$ cat src/sv/oah_pkg.sv
`timescale 1ns / 1ps
// ----------------------------------------------------------------------------
// oah_pkg
// Types and codes for the open-addressing hash table.
// ----------------------------------------------------------------------------
package oah_pkg;

    typedef enum logic [1:0] {
        OP_INSERT = 2'd0,
        OP_REMOVE = 2'd1,
        OP_SEARCH = 2'd2,
        OP_SPARE  = 2'd3
    } opcode_t;

    typedef enum logic [1:0] {
        OUT_OK        = 2'd0,
        OUT_DUPLICATE = 2'd1,
        OUT_FULL      = 2'd2,
        OUT_NOT_FOUND = 2'd3
    } outcome_t;

    typedef enum logic [1:0] {
        SLOT_EMPTY    = 2'd0,
        SLOT_OCCUPIED = 2'd1,
        SLOT_DELETED  = 2'd2
    } slot_st_t;

    typedef struct packed {
        logic [1:0]  opcode;
        logic [31:0] lookup_key;
        logic [31:0] payload_word;
    } req_t;

    typedef struct packed {
        logic [1:0] outcome;
        logic [7:0] slot_index;
        logic [8:0] entry_count;
        logic       full_flag;
        logic       empty_flag;
    } rsp_t;

    typedef enum logic [2:0] {
        ST_IDLE,
        ST_READ,
        ST_LOOK,
        ST_FREE_READ,
        ST_FREE,
        ST_RESP
    } fsm_t;

    // Controller to datapath
    typedef struct packed {
        logic load;       // capture request, reset probe to home slot
        logic rd;         // issue read of current slot
        logic adv;        // step to next slot
        logic restart;    // return to home slot, clear probe count
        logic mark_found; // remember current slot as stop slot
        logic wr_ins;     // write insert into current slot
        logic wr_del;     // mark stop slot deleted
        logic set_rsp;    // load response register
        logic [1:0] outc;
        logic zero_slot;
    } cmd_t;

    // Datapath to controller
    typedef struct packed {
        logic       slot_empty;
        logic       is_match;
        logic       is_free;
        logic       last_probe;
        logic       tbl_full;
        logic [1:0] op;
    } sts_t;

endpackage

$ cat src/sv/oah_ctrl.sv
`timescale 1ns / 1ps
// ----------------------------------------------------------------------------
// oah_ctrl
// Sequencer: lookup walk, free-slot walk, update and response.
// ----------------------------------------------------------------------------
module oah_ctrl (
    input  logic          clk,
    input  logic          rst_n,
    input  logic          in_valid,
    output logic          in_ready,
    output logic          out_valid,
    input  logic          out_ready,
    input  oah_pkg::sts_t sts,
    output oah_pkg::cmd_t cmd
);
    oah_pkg::fsm_t state_reg, state_next;
    logic          found_reg, found_next;
    logic          upd_reg, upd_next;

    // Next state
    always_comb
    begin
        state_next = state_reg;
        found_next = found_reg;
        upd_next   = 1'b0;
        case (state_reg)
            oah_pkg::ST_IDLE:
            begin
                if (in_valid)
                begin
                    state_next = oah_pkg::ST_READ;
                end
            end
            oah_pkg::ST_READ:
            begin
                state_next = oah_pkg::ST_LOOK;
            end
            oah_pkg::ST_LOOK:
            begin
                if (sts.is_match)
                begin
                    found_next = 1'b1;
                    state_next = oah_pkg::ST_RESP;
                end
                else if (sts.slot_empty || sts.last_probe)
                begin
                    found_next = 1'b0;
                    if (sts.op == 2'(oah_pkg::OP_INSERT) && !sts.tbl_full)
                    begin
                        state_next = oah_pkg::ST_FREE_READ;
                    end
                    else
                    begin
                        state_next = oah_pkg::ST_RESP;
                    end
                end
                else
                begin
                    state_next = oah_pkg::ST_READ;
                end
            end
            oah_pkg::ST_FREE_READ:
            begin
                state_next = oah_pkg::ST_FREE;
            end
            oah_pkg::ST_FREE:
            begin
                if (sts.is_free)
                begin
                    found_next = 1'b1;
                    upd_next   = 1'b1;
                    state_next = oah_pkg::ST_RESP;
                end
                else if (sts.last_probe)
                begin
                    state_next = oah_pkg::ST_RESP;
                end
                else
                begin
                    state_next = oah_pkg::ST_FREE_READ;
                end
            end
            oah_pkg::ST_RESP:
            begin
                // Hold through the update cycle; leave only once the response is taken
                if (out_ready && !upd_reg)
                begin
                    state_next = oah_pkg::ST_IDLE;
                end
            end
            default:
            begin
                state_next = oah_pkg::ST_IDLE;
            end
        endcase
        if (state_reg == oah_pkg::ST_LOOK && sts.is_match && sts.op == 2'(oah_pkg::OP_REMOVE))
        begin
            upd_next = 1'b1;
        end
    end

    always_ff @(posedge clk or negedge rst_n)
    begin
        if (!rst_n)
        begin
            state_reg <= oah_pkg::ST_IDLE;
            found_reg <= 1'b0;
            upd_reg   <= 1'b0;
        end
        else
        begin
            state_reg <= state_next;
            found_reg <= found_next;
            upd_reg   <= upd_next;
        end
    end

    // Outputs
    always_comb
    begin
        cmd        = '0;
        in_ready   = (state_reg == oah_pkg::ST_IDLE);
        out_valid  = 1'b0;
        case (state_reg)
            oah_pkg::ST_IDLE:
            begin
                cmd.load = in_valid;
            end
            oah_pkg::ST_READ, oah_pkg::ST_FREE_READ:
            begin
                cmd.rd = 1'b1;
            end
            oah_pkg::ST_LOOK:
            begin
                if (sts.is_match || sts.slot_empty || sts.last_probe)
                begin
                    cmd.mark_found = 1'b1;
                    cmd.adv        = sts.last_probe && !sts.is_match && !sts.slot_empty;
                    cmd.set_rsp    = 1'b1;
                    if (sts.is_match)
                    begin
                        cmd.outc = (sts.op == 2'(oah_pkg::OP_INSERT)) ?
                                   2'(oah_pkg::OUT_DUPLICATE) : 2'(oah_pkg::OUT_OK);
                    end
                    else if (sts.op == 2'(oah_pkg::OP_INSERT))
                    begin
                        cmd.outc      = 2'(oah_pkg::OUT_FULL);
                        cmd.zero_slot = 1'b1;
                        cmd.restart   = !sts.tbl_full;
                        cmd.adv       = 1'b0;
                    end
                    else
                    begin
                        cmd.outc = 2'(oah_pkg::OUT_NOT_FOUND);
                    end
                end
                else
                begin
                    cmd.adv = 1'b1;
                end
            end
            oah_pkg::ST_FREE:
            begin
                if (sts.is_free)
                begin
                    cmd.mark_found = 1'b1;
                    cmd.wr_ins     = 1'b1;
                end
                else if (sts.last_probe)
                begin
                    cmd.set_rsp   = 1'b1;
                    cmd.outc      = 2'(oah_pkg::OUT_FULL);
                    cmd.zero_slot = 1'b1;
                end
                else
                begin
                    cmd.adv = 1'b1;
                end
            end
            oah_pkg::ST_RESP:
            begin
                out_valid = !upd_reg;
                if (upd_reg)
                begin
                    cmd.set_rsp = 1'b1;
                    cmd.outc    = 2'(oah_pkg::OUT_OK);
                    cmd.wr_del  = (sts.op == 2'(oah_pkg::OP_REMOVE)) && found_reg;
                end
            end
            default:
            begin
                cmd = '0;
            end
        endcase
    end
endmodule

$ cat config.mk
export PLATFORM = sky130hd
export DESIGN_NAME = oah_ctrl
export DESIGN_NICKNAME = d
export VERILOG_FILES = /design/src/sv/oah_pkg.sv /design/src/sv/oah_ctrl.sv
export SDC_FILE = /design/constraint.sdc
export NUM_CORES = 1
export LEC_CHECK = 0
export BUFFER_PORTS_ARGS = -buffer_cell sky130_fd_sc_hd__buf_2
export CORE_AREA = 2 2 39 41
export DETAILED_ROUTE_END_ITERATION = 7
export DIE_AREA = 0 0 41 43
export PLACE_DENSITY_LB_ADDON = 0.2
export SYNTH_ARGS = -nofsm -noshare
export SYNTH_HDL_FRONTEND = slang
export SYNTH_SLANG_ARGS = --single-unit
$ cat constraint.sdc
create_clock -name clk -period 1.65 [get_ports clk]
set_clock_uncertainty 0.15 [all_clocks]
set_input_delay 0.0825 -clock clk [delete_from_list [all_inputs] [get_ports clk]]
set_output_delay 0.0825 -clock clk [all_outputs]
set_load 0.02 [all_outputs]
==> results of run 1 <==
## worst register-to-register path: stages (launching register included)
cell and delay (ns):
dfrtp_1 0.42, nor3b_4 0.31, o31ai_2 0.16, a221o_1 0.31
## logic make-up (layout without fill, tap and decap cells)
kind of cell,after synthesis,in the layout,share of synthesized area [%]
and+or+nand+nor,30,30,39.4
buffers and inverters,7,42,10.0
DFF,5,5,28.6
xor gates and xnor gates,1,1,2.00
AOI/OAI and AO/OA,12,12,20.0
## per-stage QoR
step	setup TNS, ns	std cells	area (um^2)	util, %	worst slack (ns)
after floorplan	0	55	438	-	0.0630
after global placement	0	94	571	41.2	0.177
after detailed placement	0	94	571	41.2	0.196
after CTS	-0.0734	105	692	50.0	-0.0390
after global routing	-0.524	106	744	53.8	-0.118
final	-0.0601	106	744	53.8	-0.0347
## worst max path at each step
| stage | cells after the start | startpoint | slack (ns) | to |
|---|---|---|---|---|
| after global placement | 4 | state_reg[2] | 0.18 | cmd[7] |
| final | 5 | state_reg[0] | -0.03 | cmd[2] |
| after detailed placement | 4 | state_reg[2] | 0.20 | cmd[7] |
| after floorplan | 3 | state_reg[2] | 0.06 | cmd[10] |
| after global routing | 5 | state_reg[0] | -0.12 | cmd[2] |
| after CTS | 5 | state_reg[0] | -0.04 | cmd[2] |
## power by group through the flow
| stage | sequential, W | combinational [W] | clock, W |
|---|---|---|---|
| 3_5_place_dp | 0.000226 | 0.000548 | 0 |
| 6_report | 0.000232 | 0.000662 | 0.000143 |
| 2_1_floorplan | 0.000193 | 0.000432 | 0 |
| 5_1_grt | 0.000238 | 0.000720 | 0.000153 |
| 3_3_place_gp | 0.000224 | 0.000548 | 0 |
| 4_1_cts | 0.000230 | 0.000582 | 0.000145 |
## synthesized netlist by cell type (all sizes together) (2+ instances only)
cell	n	area, um^2
o22ai	2	12.5
o21ai	2	10.0
dfrtp	5	125
buf	3	27.5
a21oi	2	10.0
inv	3	11.3
o31ai	2	20.0
nor3b	2	26.3
nor4b	2	17.5
nand2	10	37.5
nor2	6	22.5
nor2b	2	12.5
## area by class of cell
cell class	count	area [um^2]	share of cell area [%]
Inverter	3	11.3	1.51
Clock buffer	4	26.3	3.53
Multi-Input combinational cell	43	305	41.0
Sequential cell	5	125	16.8
Tap cell	16	20.0	2.69
Timing Repair Buffer	35	256	34.5
## cell usage in the layout (no fill, tap or decap), types with 2 or more instances in the layout
cell type	count
inv_1	2
dlygate4sd3_1	6
nand2_2	2
nand2_1	8
clkbuf_4	3
buf_6	5
o21ai_0	2
a21oi_1	2
o22ai_1	2
nor2b_1	2
buf_4	8
nor3b_4	2
dfrtp_1	5
nor2_1	5
buf_2	16
## routing by layer
metal | share of wire, % | wire length [um]
met1 | 40 | 492
met2 | 52 | 640
met5 | 0 | 0
met4 | 0.89 | 11
met3 | 7.1 | 88
## what timing repair did
item	in CTS	in global routing
endpoints found under the setup margin	6	10
resized for setup	7	14
gates cloned	0	0
pin swaps	2	3
hold buffers	6	0
buffers inserted	1	1
hold endpoints to repair	9	0
==> impl_metrics.py, run 1 <==
metrics = {
    "timing": {
        "setup_ws_ns": -0.0347,
        "relSlewSlack_pct": 75.5,
        "hold_viol": 0,
        "setup_viol": 3,
        "tightest_slew_ns": 0.365,
        "fin_crit_sh_pct": 102,
        "hold_slack_ns": 0.0161,
        "post-route-min-period_ns": 1.68,
        "drv_slew": 0,
        "clock.fmax_ghz": 0.594,
        "rsz0062_at_grt": "yes",
    },
    "route": {
        "routed_wl_um": 1230,
        "via_per_inst": 5.02,
        "ant_nets": 0,
        "drtPass1Iterations": 4,
        "vias": 532,
        "drt_iter0_drc": 15,
        "wl_per_cell_um": 11.6,
        "drcViolationCount": 0,
    },
    "min_path": {
        "hold_depth": 3,
        "min-delay-path-class": "in -> reg",
        "hp-start": "sts[5]",
        "min_to": "upd_reg",
    },
    "placed_design": {
        "dpl.hpwl_um": 890,
        "gp_congestion": 0.743,
        "portBuffers": 23,
    },
    "cts": {
        "clock-sinks": 5,
        "htree_levels": 1,
        "clk_latency_ns": 0.25,
        "cts_made_buffers": 3,
        "cts_root_buffer": "clkbuf_4",
        "cts_buffer_depth": 2,
        "cts_tree": "yes",
        "clk_pin_slew_ns": 0.05,
    },
    "worst_setup_path": {
        "cpMaxStageDelayCell": "dfrtp_1",
        "cp-start-kind": "register",
        "end_kind": "output port",
        "r2r_end": "found_reg",
        "rrSetupSlack_ns": 0.18,
        "slowest_delay_ns": 0.42,
        "cp_top_family": "flip-flops",
        "crit_buf_inv": 2,
        "ff2ff_path_depth": 3,
        "required_ns": 1.42,
        "critical_path_class": "reg -> out",
        "crit_fanout": 5,
        "critPathArrivalTime_ns": 1.45,
        "worstPathCellList": "nor3b_4, buf_4, o211ai_1, nand2_1, buf_2",
        "reg2reg_from": "state_reg[0]",
    },
    "yosys": {
        "syn-instance-count": 55,
        "avgSynthCellArea_um2": 7.96,
        "syn_nets": 66,
        "synth_cell_types": 29,
        "synth_edf_count": 0,
        "ys_async_sr_fraction_pct": 100,
        "synth-main-ff-cell": "dfrtp_1",
        "ys_ff_latch": 5,
        "ys_seq_area_share_pct": 28.6,
        "yosysWarnings": 0,
        "synth_area_um2": 438,
    },
    "pwr": {
        "netSwitchingPower_w": 0.000453,
        "clkPwrFrac_pct": 13.8,
        "max-vdd-ir-drop_mv": 0.825,
        "powerDensity_nw_per_um2": 1390,
        "p_total_w": 0.00104,
        "p_sw_share_pct": 43.8,
        "p_leak_nw": 0.370,
        "sequentialPowerShare_pct": 22.4,
        "combPwrFrac_pct": 63.8,
        "p_int_w": 0.000583,
    },
    "floorplanning": {
        "fp.dieW_um": 41,
        "design.core.area_um2": 1380,
        "start_util_pct": 31.6,
        "die-area_um2": 1760,
        "rows": 14,
        "ios": 24,
        "die_h_um": 43,
    },
    "grt": {
        "grt_antenna_before_repair": 0,
        "grt_usage_pct": 16.4,
        "gr-total-overflow": 0,
        "use_met3_pct": 5.24,
        "grtUsageMet2_pct": 25.6,
        "grt_max_degree": 9,
        "busiest_layer": "met2",
        "first_global_vias": 490,
        "grt_first_pass_wirelength_um": 1980,
        "grtUsageMet1_pct": 20.1,
    },
    "layout": {
        "largest_reg_flops": 3,
        "drive_gt1_share_pct": 47.8,
        "nets": 102,
        "antenna_cells": 0,
        "fill_cells": 133,
        "syn_to_final_growth_pct": 70.0,
    },
    "run": {
        "maxCapViolCount": 0,
    },
    "outcome": {
        "failed_checks": "setup timing",
        "outcome": "finished with violations",
    },
}
Power figures use the tool's default switching activity.
==> run 2: changes to the inputs <==
Settings changed: CORE_AREA 2 2 39 41 to 2 2 52 42, DIE_AREA 0 0 41 43 to 0 0 54 44.
==> run 2 against run 1 <==
Via count rose by 1.1%. Largest cell class unchanged. Routed wire length up 12%. Clock-buffer cell count unchanged. The flow still finishes with violations (setup timing). Sequential power barely moved. Global-route usage decreased by 4.5 points. Critical endpoint is now cmd[7]. Sequential cell count is the same. First-iteration DRC count fell by 80%. Register-to-register slack got worse by 0.03 ns. Combinational power grew 2%.
==> impl_metrics.py, run 2 (synthesis gave the netlist of run 1 again) <==
metrics = {
    "cts": {
        "htree_levels": 1,
        "cts_tree": "yes",
        "cts_buffer_depth": 2,
        "clk_latency_ns": 0.24,
        "cts_made_buffers": 3,
        "clock-sinks": 5,
        "clk_pin_slew_ns": 0.04,
        "cts_root_buffer": "clkbuf_4",
    },
    "worst_setup_path": {
        "crit_buf_inv": 2,
        "cp_num_cells": 5,
        "cp-start-kind": "register",
        "worstPathCellList": "nor3b_4, buf_6, o2111ai_4, nor2_2, buf_4",
        "cpMaxStageDelayCell": "dfrtp_1",
        "end_kind": "output port",
        "critical_path_class": "reg -> out",
        "required_ns": 1.42,
        "crit_fanout": 4,
        "cp_top_family": "flip-flops",
        "slowest_delay_ns": 0.42,
        "ff2ff_path_depth": 5,
        "critPathArrivalTime_ns": 1.44,
    },
    "route": {
        "drtPass1Iterations": 3,
        "drcViolationCount": 0,
        "vias": 538,
        "drt_iter0_drc": 3,
        "routed_wl_um": 1390,
        "via_per_inst": 4.68,
        "wl_per_cell_um": 12.0,
        "ant_nets": 0,
    },
    "layout": {
        "nets": 103,
        "largest_reg_flops": 3,
        "final_common_cell": "buf_2",
        "most-common-layout-cells": "buf_2 (15), buf_4 (14), nand2_1 (9), dlygate4sd3_1 (6)",
        "final_core_util_pct": 40.5,
        "fill_cells": 209,
        "syn_to_final_growth_pct": 75.1,
        "antenna_cells": 0,
        "drive_gt1_share_pct": 46.2,
    },
    "floorplanning": {
        "start_util_pct": 23.1,
        "die-area_um2": 2380,
        "die_h_um": 44,
        "design.core.area_um2": 1890,
        "ios": 24,
        "fp.dieW_um": 54,
        "rows": 14,
    },
    "outcome": {
        "outcome": "finished with violations",
        "failed_checks": "setup timing",
    },
    "min_path": {
        "min-delay-path-class": "in -> reg",
        "hold_depth": 3,
    },
    "pwr": {
        "powerDensity_nw_per_um2": 1370,
        "sequentialPowerShare_pct": 22.1,
        "clkPwrFrac_pct": 13.6,
        "p_total_w": 0.00105,
        "netSwitchingPower_w": 0.000468,
        "max-vdd-ir-drop_mv": 0.660,
        "p_int_w": 0.000580,
        "p_leak_nw": 0.374,
        "p_sw_share_pct": 44.7,
        "combPwrFrac_pct": 64.3,
    },
    "timing": {
        "clock.fmax_ghz": 0.597,
        "tightest_slew_ns": 0.358,
        "setup_ws_ns": -0.0247,
        "setup_viol": 4,
        "drv_slew": 0,
        "hold_viol": 0,
        "fin_crit_sh_pct": 101,
        "rsz0062_at_grt": "yes",
        "relSlewSlack_pct": 76.0,
        "post-route-min-period_ns": 1.67,
    },
    "grt": {
        "grt_max_degree": 9,
        "grt_first_pass_wirelength_um": 2020,
        "grt_antenna_before_repair": 0,
        "grt_usage_pct": 11.9,
        "gr-total-overflow": 0,
        "first_global_vias": 492,
    },
    "placed_design": {
        "dpl.hpwl_um": 959,
        "portBuffers": 23,
        "gp_congestion": 0.788,
        "place_ws_ns": 0.158,
    },
    "run": {
        "maxCapViolCount": 0,
    },
}
-- run 2: worst register-to-register path, delay by kind of cell, from the launching register on --
kind / cells / cell delay (ns)
flip-flops: 1 / 0.42
AO/OA/AOI/OAI: 2 / 0.29
AND/OR/NAND/NOR: 1 / 0.24
buffers and inverters: 2 / 0.31
-- run 2: layout make-up --
class                           count  area (um^2)  area share, %
Clock buffer                        4         26.3           3.43
Inverter                            3         11.3           1.47
Multi-Input combinational cell     43          323           42.1
Sequential cell                     5          125           16.3
Tap cell                           24         30.0           3.92
Timing Repair Buffer               36          251           32.8
-- run 2: worst paths after layout --
path | from | end | slack [ns]
max | state_reg[2] | cmd[7] | -0.02
min | sts[4] | upd_reg | 0.004
max in group asynchronous | rst_n | found_reg | 1.18
min reg2reg | found_reg | found_reg | 0.38
min in group asynchronous | rst_n | state_reg[1] | 0.03
max reg2reg | state_reg[2] | state_reg[1] | 0.15
-- run 2: stage by stage --
| step | area [um^2] | setup TNS, ns | hold slack, ns | instances |
|---|---|---|---|---|
| 6_report | 767 | -0.0604 | 0.00400 | 115 |
| 4_1_cts | 724 | -0.0425 | 0.00693 | 115 |
| 3_3_place_gp | 581 | 0 | -0.243 | 102 |
| 3_5_place_dp | 581 | 0 | -0.243 | 102 |
| 2_1_floorplan | 438 | 0 | -0.363 | 55 |
| 5_1_grt | 767 | -0.608 | 0.0200 | 115 |
-- run 2: per-layer routing --
layer	vias up	track usage, %	share of wire (%)
li1	269	-	-
met1	251	16.7	48
met2	18	17.6	46
met3	0	2.07	6.3
met4	0	6.00	0
met5	-	0	0
-- run 2: power groups by stage --
stage	clock [W]	sequential [W]	combinational, W
detailed placement	0	0.000225	0.000556
CTS	0.000152	0.000231	0.000618
global route	0.000153	0.000236	0.000734
finish	0.000143	0.000231	0.000674
global placement	0	0.000228	0.000557
floorplan	0	0.000193	0.000432
-- run 2: repair_timing --
action,in CTS,in global routing
hold endpoints to repair,9,0
resized for setup,7,11
pin swaps,2,4
endpoints found under the setup margin,9,11
setup buffers,3,0
hold buffers,6,0
